## src/lal_pkg.sv

```systemverilog
`timescale 1ns / 1ps
// ----------------------------------------------------------------------------
// lal_pkg
// Shared types, widths and register codes of the lateral acceleration
// limiter with first-order lowpass.
// ----------------------------------------------------------------------------
package lal_pkg;

  typedef logic signed [15:0] q7_8_t;
  typedef logic signed [31:0] q7_24_t;
  typedef logic        [15:0] u16_t;
  typedef logic        [1:0]  cfg_idx_t;

  localparam cfg_idx_t CFG_ACCEL_LIMIT  = 2'd0;
  localparam cfg_idx_t CFG_GAIN_LINEAR  = 2'd1;
  localparam cfg_idx_t CFG_GAIN_ANGULAR = 2'd2;

  localparam u16_t ACCEL_LIMIT_RST = 16'd1280;

  localparam int DIV_BITS  = 24;
  localparam int MUL_BITS  = 16;
  localparam int CNT_W     = 5;

endpackage

```

## src/lal_in_if.sv

```systemverilog
`timescale 1ns / 1ps
// ----------------------------------------------------------------------------
// lal_in_if
// Command channel: linear speed and yaw rate, valid/ready.
// ----------------------------------------------------------------------------
interface lal_in_if;
  import lal_pkg::*;

  logic  valid;
  logic  ready;
  q7_8_t speed_in;
  q7_8_t yaw_rate_in;

  modport source (output valid, output speed_in, output yaw_rate_in, input ready);
  modport sink   (input valid, input speed_in, input yaw_rate_in, output ready);
endinterface

```

## src/lal_out_if.sv

```systemverilog
`timescale 1ns / 1ps
// ----------------------------------------------------------------------------
// lal_out_if
// Result channel: filtered speed and yaw rate, valid/ready.
// ----------------------------------------------------------------------------
interface lal_out_if;
  import lal_pkg::*;

  logic  valid;
  logic  ready;
  q7_8_t speed_out;
  q7_8_t yaw_rate_out;

  modport source (output valid, output speed_out, output yaw_rate_out, input ready);
  modport sink   (input valid, input speed_out, input yaw_rate_out, output ready);
endinterface

```

## src/lal_cfg_if.sv

```systemverilog
`timescale 1ns / 1ps
// ----------------------------------------------------------------------------
// lal_cfg_if
// Register write channel: index and data, valid/ready.
// ----------------------------------------------------------------------------
interface lal_cfg_if;
  import lal_pkg::*;

  logic     valid;
  logic     ready;
  cfg_idx_t index;
  u16_t     data;

  modport source (output valid, output index, output data, input ready);
  modport sink   (input valid, input index, input data, output ready);
endinterface

```

## src/lateral_accel_limit_lowpass_core.sv

```systemverilog
`timescale 1ns / 1ps
// ----------------------------------------------------------------------------
// lateral_accel_limit_lowpass_core
// Limits the lateral acceleration of a velocity command, then lowpasses
// speed and yaw rate with separate first-order IIR filters.
//
// Channels: in_chan takes one command item (speed_in, yaw_rate_in, Q7.8);
// out_chan returns one item (speed_out, yaw_rate_out) per command, in order.
// cfg_chan writes accel_limit (0), gain_linear (1), gain_angular (2); other
// indexes are dropped. cfg_chan is always ready.
// Steps: for a command with nonzero yaw rate, a restoring divider (one
// quotient bit per cycle) gives accel_limit / |yaw|, one state picks the
// limited speed, one forms the filter differences, both filters run a
// bit-serial multiply by their gain, and one state writes back. A zero yaw
// rate goes straight to write-back: speed passes unfiltered, yaw rate out
// is 0 and the filter memories are kept. One command is in work at a time:
// a new command is taken only after the last one is written back;
// in_chan.ready is high while the block is idle, also while a finished item
// waits in the output register.
// Stall: a held result blocks only the final write-back of the next item.
// Reset: filter memories clear, registers go to accel_limit 5.0 and gains 0.
// ----------------------------------------------------------------------------
module lateral_accel_limit_lowpass_core (
  input  logic     clk,
  input  logic     rst_n,
  lal_cfg_if.sink  cfg_chan,
  lal_in_if.sink   in_chan,
  lal_out_if.source out_chan
);
  import lal_pkg::*;

  localparam logic [2:0] ST_IDLE = 3'd0;
  localparam logic [2:0] ST_DIV  = 3'd1;
  localparam logic [2:0] ST_LIM  = 3'd2;
  localparam logic [2:0] ST_DIFF = 3'd3;
  localparam logic [2:0] ST_MUL  = 3'd4;
  localparam logic [2:0] ST_DONE = 3'd5;

  localparam logic [CNT_W-1:0] DIV_LAST = CNT_W'(DIV_BITS - 1);
  localparam logic [CNT_W-1:0] MUL_LAST = CNT_W'(MUL_BITS - 1);

  logic [2:0]              state_r, state_nxt;
  logic [CNT_W-1:0]        cnt_r, cnt_nxt;
  u16_t                    limit_r, limit_nxt;
  u16_t                    gain_lin_r, gain_lin_nxt;
  u16_t                    gain_ang_r, gain_ang_nxt;
  q7_8_t                   speed_r, speed_nxt;
  q7_8_t                   yaw_r, yaw_nxt;
  u16_t                    absv_r, absv_nxt;
  u16_t                    absw_r, absw_nxt;
  logic                    zero_r, zero_nxt;
  logic [DIV_BITS-1:0]     num_r, num_nxt;
  u16_t                    rem_r, rem_nxt;
  q7_8_t                   x_lin_r, x_lin_nxt;
  logic signed [32:0]      d_lin_r, d_lin_nxt;
  logic signed [32:0]      d_ang_r, d_ang_nxt;
  logic signed [34:0]      acc_lin_r, acc_lin_nxt;
  logic signed [34:0]      acc_ang_r, acc_ang_nxt;
  u16_t                    g_lin_sh_r, g_lin_sh_nxt;
  u16_t                    g_ang_sh_r, g_ang_sh_nxt;
  q7_24_t                  mem_lin_r, mem_lin_nxt;
  q7_24_t                  mem_ang_r, mem_ang_nxt;
  logic                    out_valid_r, out_valid_nxt;
  q7_8_t                   out_speed_r, out_speed_nxt;
  q7_8_t                   out_yaw_r, out_yaw_nxt;

  logic                    in_fire;
  logic                    out_free;
  logic [16:0]             div_shift;
  logic [16:0]             div_diff;
  logic                    div_ge;
  logic                    over;
  q7_8_t                   sat_q;
  logic signed [34:0]      add_lin;
  logic signed [34:0]      add_ang;
  q7_24_t                  mem_lin_new;
  q7_24_t                  mem_ang_new;

  assign cfg_chan.ready     = 1'b1;
  assign in_chan.ready      = (state_r == ST_IDLE);
  assign in_fire            = in_chan.valid && in_chan.ready;
  assign out_free           = !out_valid_r || out_chan.ready;
  assign out_chan.valid     = out_valid_r;
  assign out_chan.speed_out = out_speed_r;
  assign out_chan.yaw_rate_out = out_yaw_r;

  assign div_shift = {rem_r, num_r[DIV_BITS-1]};
  assign div_diff  = div_shift - {1'b0, absw_r};
  assign div_ge    = (div_shift >= {1'b0, absw_r});

  assign over = ({{(DIV_BITS-16){1'b0}}, absv_r} > num_r);

  always_comb begin
    if (!yaw_r[15]) begin
      sat_q = (num_r > DIV_BITS'(32767)) ? 16'sh7FFF : q7_8_t'(num_r[15:0]);
    end else begin
      sat_q = (num_r > DIV_BITS'(32768)) ? 16'sh8000 : q7_8_t'(~num_r[15:0] + 16'd1);
    end
  end

  assign add_lin = acc_lin_r + (g_lin_sh_r[0] ? {{2{d_lin_r[32]}}, d_lin_r} : 35'sd0);
  assign add_ang = acc_ang_r + (g_ang_sh_r[0] ? {{2{d_ang_r[32]}}, d_ang_r} : 35'sd0);

  assign mem_lin_new = {x_lin_r, 16'd0} + acc_lin_r[31:0];
  assign mem_ang_new = {yaw_r, 16'd0} + acc_ang_r[31:0];

  always_comb begin
    state_nxt     = state_r;
    cnt_nxt       = cnt_r;
    limit_nxt     = limit_r;
    gain_lin_nxt  = gain_lin_r;
    gain_ang_nxt  = gain_ang_r;
    speed_nxt     = speed_r;
    yaw_nxt       = yaw_r;
    absv_nxt      = absv_r;
    absw_nxt      = absw_r;
    zero_nxt      = zero_r;
    num_nxt       = num_r;
    rem_nxt       = rem_r;
    x_lin_nxt     = x_lin_r;
    d_lin_nxt     = d_lin_r;
    d_ang_nxt     = d_ang_r;
    acc_lin_nxt   = acc_lin_r;
    acc_ang_nxt   = acc_ang_r;
    g_lin_sh_nxt  = g_lin_sh_r;
    g_ang_sh_nxt  = g_ang_sh_r;
    mem_lin_nxt   = mem_lin_r;
    mem_ang_nxt   = mem_ang_r;
    out_valid_nxt = out_valid_r;
    out_speed_nxt = out_speed_r;
    out_yaw_nxt   = out_yaw_r;

    if (cfg_chan.valid) begin
      unique case (cfg_chan.index)
        CFG_ACCEL_LIMIT:  limit_nxt    = cfg_chan.data;
        CFG_GAIN_LINEAR:  gain_lin_nxt = cfg_chan.data;
        CFG_GAIN_ANGULAR: gain_ang_nxt = cfg_chan.data;
        default: ;
      endcase
    end

    if (out_valid_r && out_chan.ready) begin
      out_valid_nxt = 1'b0;
    end

    unique case (state_r)
      ST_IDLE: begin
        if (in_fire) begin
          speed_nxt = in_chan.speed_in;
          yaw_nxt   = in_chan.yaw_rate_in;
          absv_nxt  = in_chan.speed_in[15] ? (~in_chan.speed_in + 16'd1) : in_chan.speed_in;
          absw_nxt  = in_chan.yaw_rate_in[15] ? (~in_chan.yaw_rate_in + 16'd1)
                                              : in_chan.yaw_rate_in;
          zero_nxt  = (in_chan.yaw_rate_in == 16'sd0);
          num_nxt   = {limit_r, 8'd0};
          rem_nxt   = 16'd0;
          cnt_nxt   = '0;
          state_nxt = (in_chan.yaw_rate_in == 16'sd0) ? ST_DONE : ST_DIV;
        end
      end
      ST_DIV: begin
        num_nxt = {num_r[DIV_BITS-2:0], div_ge};
        rem_nxt = div_ge ? div_diff[15:0] : div_shift[15:0];
        cnt_nxt = cnt_r + 1'b1;
        if (cnt_r == DIV_LAST) begin
          state_nxt = ST_LIM;
        end
      end
      ST_LIM: begin
        x_lin_nxt = over ? sat_q : speed_r;
        state_nxt = ST_DIFF;
      end
      ST_DIFF: begin
        d_lin_nxt    = {mem_lin_r[31], mem_lin_r} - {x_lin_r[15], x_lin_r, 16'd0};
        d_ang_nxt    = {mem_ang_r[31], mem_ang_r} - {yaw_r[15], yaw_r, 16'd0};
        acc_lin_nxt  = '0;
        acc_ang_nxt  = '0;
        g_lin_sh_nxt = gain_lin_r;
        g_ang_sh_nxt = gain_ang_r;
        cnt_nxt      = '0;
        state_nxt    = ST_MUL;
      end
      ST_MUL: begin
        acc_lin_nxt  = add_lin >>> 1;
        acc_ang_nxt  = add_ang >>> 1;
        g_lin_sh_nxt = {1'b0, g_lin_sh_r[15:1]};
        g_ang_sh_nxt = {1'b0, g_ang_sh_r[15:1]};
        cnt_nxt      = cnt_r + 1'b1;
        if (cnt_r == MUL_LAST) begin
          state_nxt = ST_DONE;
        end
      end
      ST_DONE: begin
        if (out_free) begin
          out_valid_nxt = 1'b1;
          if (zero_r) begin
            out_speed_nxt = speed_r;
            out_yaw_nxt   = 16'sd0;
          end else begin
            out_speed_nxt = mem_lin_new[31:16];
            out_yaw_nxt   = mem_ang_new[31:16];
            mem_lin_nxt   = mem_lin_new;
            mem_ang_nxt   = mem_ang_new;
          end
          state_nxt = ST_IDLE;
        end
      end
      default: state_nxt = ST_IDLE;
    endcase
  end

  always_ff @(posedge clk) begin
    if (!rst_n) begin
      state_r     <= ST_IDLE;
      cnt_r       <= '0;
      limit_r     <= ACCEL_LIMIT_RST;
      gain_lin_r  <= '0;
      gain_ang_r  <= '0;
      mem_lin_r   <= '0;
      mem_ang_r   <= '0;
      out_valid_r <= 1'b0;
    end else begin
      state_r     <= state_nxt;
      cnt_r       <= cnt_nxt;
      limit_r     <= limit_nxt;
      gain_lin_r  <= gain_lin_nxt;
      gain_ang_r  <= gain_ang_nxt;
      mem_lin_r   <= mem_lin_nxt;
      mem_ang_r   <= mem_ang_nxt;
      out_valid_r <= out_valid_nxt;
    end
  end

  always_ff @(posedge clk) begin
    speed_r     <= speed_nxt;
    yaw_r       <= yaw_nxt;
    absv_r      <= absv_nxt;
    absw_r      <= absw_nxt;
    zero_r      <= zero_nxt;
    num_r       <= num_nxt;
    rem_r       <= rem_nxt;
    x_lin_r     <= x_lin_nxt;
    d_lin_r     <= d_lin_nxt;
    d_ang_r     <= d_ang_nxt;
    acc_lin_r   <= acc_lin_nxt;
    acc_ang_r   <= acc_ang_nxt;
    g_lin_sh_r  <= g_lin_sh_nxt;
    g_ang_sh_r  <= g_ang_sh_nxt;
    out_speed_r <= out_speed_nxt;
    out_yaw_r   <= out_yaw_nxt;
  end

endmodule

```

## src/flat_wrapper.sv

```systemverilog
// flat-port wrapper written by rule: the top's interface ports become plain ports
module lateral_accel_limit_lowpass_core_flat import lal_pkg::*;
  (clk, rst_n, cfg_chan_valid, cfg_chan_index, cfg_chan_data, cfg_chan_ready, in_chan_valid, in_chan_speed_in, in_chan_yaw_rate_in, in_chan_ready, out_chan_valid, out_chan_speed_out, out_chan_yaw_rate_out, out_chan_ready);
  lal_cfg_if cfg_chan_i ();
  lal_in_if in_chan_i ();
  lal_out_if out_chan_i ();
  input  logic clk;
  input  logic rst_n;
  input wire logic [$bits(cfg_chan_i.valid)-1:0] cfg_chan_valid;
  input wire logic [$bits(cfg_chan_i.index)-1:0] cfg_chan_index;
  input wire logic [$bits(cfg_chan_i.data)-1:0] cfg_chan_data;
  output wire logic [$bits(cfg_chan_i.ready)-1:0] cfg_chan_ready;
  input wire logic [$bits(in_chan_i.valid)-1:0] in_chan_valid;
  input wire logic [$bits(in_chan_i.speed_in)-1:0] in_chan_speed_in;
  input wire logic [$bits(in_chan_i.yaw_rate_in)-1:0] in_chan_yaw_rate_in;
  output wire logic [$bits(in_chan_i.ready)-1:0] in_chan_ready;
  output wire logic [$bits(out_chan_i.valid)-1:0] out_chan_valid;
  output wire logic [$bits(out_chan_i.speed_out)-1:0] out_chan_speed_out;
  output wire logic [$bits(out_chan_i.yaw_rate_out)-1:0] out_chan_yaw_rate_out;
  input wire logic [$bits(out_chan_i.ready)-1:0] out_chan_ready;
  assign cfg_chan_i.valid = cfg_chan_valid;
  assign cfg_chan_i.index = cfg_chan_index;
  assign cfg_chan_i.data = cfg_chan_data;
  assign cfg_chan_ready = cfg_chan_i.ready;
  assign in_chan_i.valid = in_chan_valid;
  assign in_chan_i.speed_in = in_chan_speed_in;
  assign in_chan_i.yaw_rate_in = in_chan_yaw_rate_in;
  assign in_chan_ready = in_chan_i.ready;
  assign out_chan_valid = out_chan_i.valid;
  assign out_chan_speed_out = out_chan_i.speed_out;
  assign out_chan_yaw_rate_out = out_chan_i.yaw_rate_out;
  assign out_chan_i.ready = out_chan_ready;
  lateral_accel_limit_lowpass_core u_core (.clk(clk), .rst_n(rst_n), .cfg_chan(cfg_chan_i), .in_chan(in_chan_i), .out_chan(out_chan_i));
endmodule
```

## config.mk

```make
export PLATFORM = sky130hd
export DESIGN_NAME = lateral_accel_limit_lowpass_core_flat
export DESIGN_NICKNAME = d
export VERILOG_FILES = /design/src/lal_pkg.sv /design/src/lal_in_if.sv /design/src/lal_out_if.sv /design/src/lal_cfg_if.sv /design/src/lateral_accel_limit_lowpass_core.sv /design/src/flat_wrapper.sv
export SDC_FILE = /design/constraint.sdc
export NUM_CORES = 1
export LEC_CHECK = 0
export BUFFER_PORTS_ARGS = -buffer_cell sky130_fd_sc_hd__clkbuf_2
export CORE_MARGIN = 3
export CORE_UTILIZATION = 55
export DETAILED_ROUTE_END_ITERATION = 16
export GPL_TIMING_DRIVEN = 0
export PLACE_DENSITY = 0.83
export SLEW_MARGIN = 40
export SYNTH_ARGS = -nofsm -noshare
export SYNTH_HDL_FRONTEND = slang
export SYNTH_SLANG_ARGS = --single-unit
```

## constraint.sdc

```tcl
create_clock -name clk -period 11.12 [get_ports clk]
set_input_delay 2.224 -clock clk [delete_from_list [all_inputs] [get_ports clk]]
set_output_delay 2.224 -clock clk [all_outputs]
set_load 0.01 [all_outputs]
```

==> results by group <==
Worst setup path
  • Crit-path max FO: 10
  • Crit path launch: u_core.state_r[0]$_SDFFE_PN0P_
  • Critical path launch point type: flip-flop
  • Setup crit end kind: output pin
  • CP Data Arrival Time: 2.14 ns
  • Reg2reg start: u_core.g_ang_sh_r[0]$_DFFE_PP_
  • Worst EP required: 8.90 ns
  • Crit Path Class: flip-flop to output pin

CTS
  • H-tree depth: 2
  • Post-CTS Setup Bufs: 0
  • Clk sinks: between 400 and 500
  • Total CTS buffers: 45
  • Cts hold-fix bufs: 0
  • Clock Tree Buf Depth: 3
  • Resize count post-CTS: 0
  • Clock Latency Late Sink: roughly 0.6 ns
  • Clock root cell: clkbuf_16
  • TritonCTS clock tree: done
  • Worst-path clk slew: roughly 0.060 ns

Die
  • Die W: 218.0 um
  • Core box area: ~0.044 mm^2
  • Die area: about 0.048 mm^2
  • Vert. Die Dim: 218.0 um
  • Starting density of the core: a little under three fifths
  • Floorplan row count: between 70 and 80
  • IO Count: 90

GRT
  • Overall Global Routing Usage: between 20% and 30%
  • Antenna violations before repair: 0
  • First-pass GRT wire length: approximately 96 mm
  • Pin count of the biggest net entering global routing: roughly 40
  • Congestion Overflow GR: 0
  • Vias in the first global route: about 19,000

Final layout
  • Layout cells sized above 1: 8.683%
  • Antenna diodes: 0
  • Final nets: a little under 3,000
  • Post-layout util: between 60% and 70%
  • Fillers: between 3,000 and 4,000
  • Final Non-Filler Cells: 3,287
  • Syn-to-layout area delta: 11.28%

Timing
  • Final worst path period need: approximately 4.4 ns
  • Setup Skew: about 0.017 ns
  • Worst slew margin: 44.89%
  • Final Setup Violations: 0
  • Final Slew Violations: 0
  • Setup repair after global routing missed its margin: no
  • Fin. Hold Viols: 0
  • Total negative setup slack: 0 ns
  • Final period utilization: between 30% and 40%
  • Worst-margin pin slew: 0.8249 ns
  • Fmax: between 0.2 and 0.25 GHz

Synthesis
  • Post-Syn Area per Cell: ~10 um^2
  • Top cells by count, synth: nand2_1, edfxtp_1, nor2_1, ha_1, a21oi_1
  • Most common cell in the netlist: nand2_1
  • Sequential area share after synthesis: a little under 50%
  • Net Count, Synth: 2,742
  • Synth cell types: 97
  • Synth area leaders: edfxtp_1, dfxtp_1, ha_1
  • Ys flop type: edfxtp_1
  • Ys async rst share: 0%
  • EDFF count, synth: approximately 320
  • Post-synth top area cell: edfxtp_1
  • Syn. warnings: 0
  • Post-synthesis instance area: about 0.025 mm^2
  • Synth top area share: about two fifths
  • Gate Count Post-Synth: 2,515
  • Register bit total from synthesis: between 400 and 500

Detailed routing
  • Drt pass-1 iters: 5
  • Routed len/inst: around 18 um
  • DRT iter0 DRCs: approximately 1,500
  • DRC errors left: 0
  • Drt via density: approximately 5.8
  • Drt total wl: between 50 and 60 mm
  • Vias: 19,004
  • Post-route ant nets: 0

Place
  • Gp weighted congestion: about 0.92
  • Port buffer count: 87
  • Placed Cells incl. Taps: roughly 3,200
  • DP HPWL: between 40 and 50 mm

Pwr
  • VDD IR max: 186.5 uV
  • Leakage: approximately 0.011 uW
  • Power per cell area: approximately 250 mW/mm^2

Job
  • Max Cap Viol: 0

Min path
  • HP Class: flip-flop to flip-flop
  • HP Start: u_core.mem_ang_r[1]$_SDFFE_PN0P_

Status
  • Status: complete, no violations
-- report_power, final --
group / switching, uW / internal (uW) / total [uW]
combinational: 1750 / 1110 / 2860
sequential: 221 / 2240 / 2460
clock: 641 / 813 / 1450
-- worst max-delay path, stage by stage, from the launching register on --
cell	delay, ns
dfxtp_1	0.33
clkbuf_1	0.21
clkbuf_1	0.30
nor3_1	0.49
clkbuf_2	0.22
-- registers in the layout, summed over array words and instances (netlist names), 5 cells and up --
register,flops
u_core.absv_r,16
u_core.absw_r,16
u_core.acc_ang_r,34
u_core.acc_lin_r,34
u_core.cnt_r,5
u_core.d_ang_r,33
u_core.d_lin_r,33
u_core.g_ang_sh_r,16
u_core.g_lin_sh_r,16
u_core.gain_ang_r,16
u_core.gain_lin_r,16
u_core.limit_r,16
u_core.mem_ang_r,32
u_core.mem_lin_r,32
u_core.num_r,24
u_core.out_chan.speed_out,16
u_core.out_chan.yaw_rate_out,16
u_core.rem_r,16
u_core.speed_r,15
u_core.x_lin_r,16
u_core.yaw_r,15
-- worst paths after layout --
path / slack, ns / to / depth (start not counted)
hold / removal: 0.43 / u_core.d_ang_r[1]$_DFFE_PP_ / 0
setup reg to reg: 7.31 / u_core.acc_ang_r[31]$_SDFFCE_PN0P_ / 12
setup / recovery: 6.76 / in_chan_ready / 4
hold reg to reg: 0.43 / u_core.d_ang_r[1]$_DFFE_PP_ / 0
-- routing by layer --
metal | vias up | wire length [um] | GRT usage (%)
li1 | 9187 | - | -
met5 | - | 0 | 0
met2 | 690 | 29530 | 44.49
met4 | 0 | 2629 | 11.55
met3 | 160 | 3536 | 3.372
met1 | 8967 | 24180 | 30.50
-- logic make-up after synthesis --
kind of cell               after synthesis  synth area share [%]
and+or+nand+nor                        957                 17.67
AOI/OAI and AO/OA                      573                 15.88
DFF                                    438                 48.29
buffers and inverters                  212                 3.335
adders and majority gates              172                 8.916
xor gates and xnor gates               136                 4.817
muxes                                   26                 1.078
other                                    1               0.01517
-- area by class of cell --
class | instances | area [um^2] | share of cell area (%)
plain buffers | 94 | 384.1 | 1.396
clock buffers | 61 | 1245 | 4.525
clock inverters | 23 | 163.9 | 0.5957
inverters | 118 | 442.9 | 1.610
multi-input cells | 1865 | 12000 | 43.62
flip-flops and latches | 438 | 11940 | 43.40
well taps | 592 | 740.7 | 2.692
repair buffers | 96 | 594.3 | 2.160
-- per-stage QoR --
step	power, uW	hold slack (ns)	worst slack [ns]	instance area [um^2]
finish	6774	0.4271	6.757	27520
CTS	6753	0.4304	6.820	27520
global route	7188	0.4400	6.719	27520
floorplan	4531	0.4081	6.232	24730
detailed placement	5280	0.4163	6.704	26110
global placement	5142	0.4117	5.051	25900
-- layout by cell type (no fill, tap or decap), drive strengths merged, types with 7 or more instances in the layout --
cell type    n
and2        87
and3        17
o21bai      14
dfxtp      121
fa           7
nand2b      19
nor2b       36
o31ai       19
or2         12
a21oi      130
a31oi       14
o21a        16
clkbuf     234
o41ai        9
nor2       186
o21ai      133
buf         17
edfxtp     317
nand4       16
a21o        51
xnor2       90
o211ai       8
a21boi     101
nand3       37
ha         165
nor3        44
nor4         8
nand2      455
clkinv      18
or3         16
o22a        10
xor2        46
mux2i       21
inv        120
a211oi       8
Note: power is estimated with default switching activity, not from simulation.
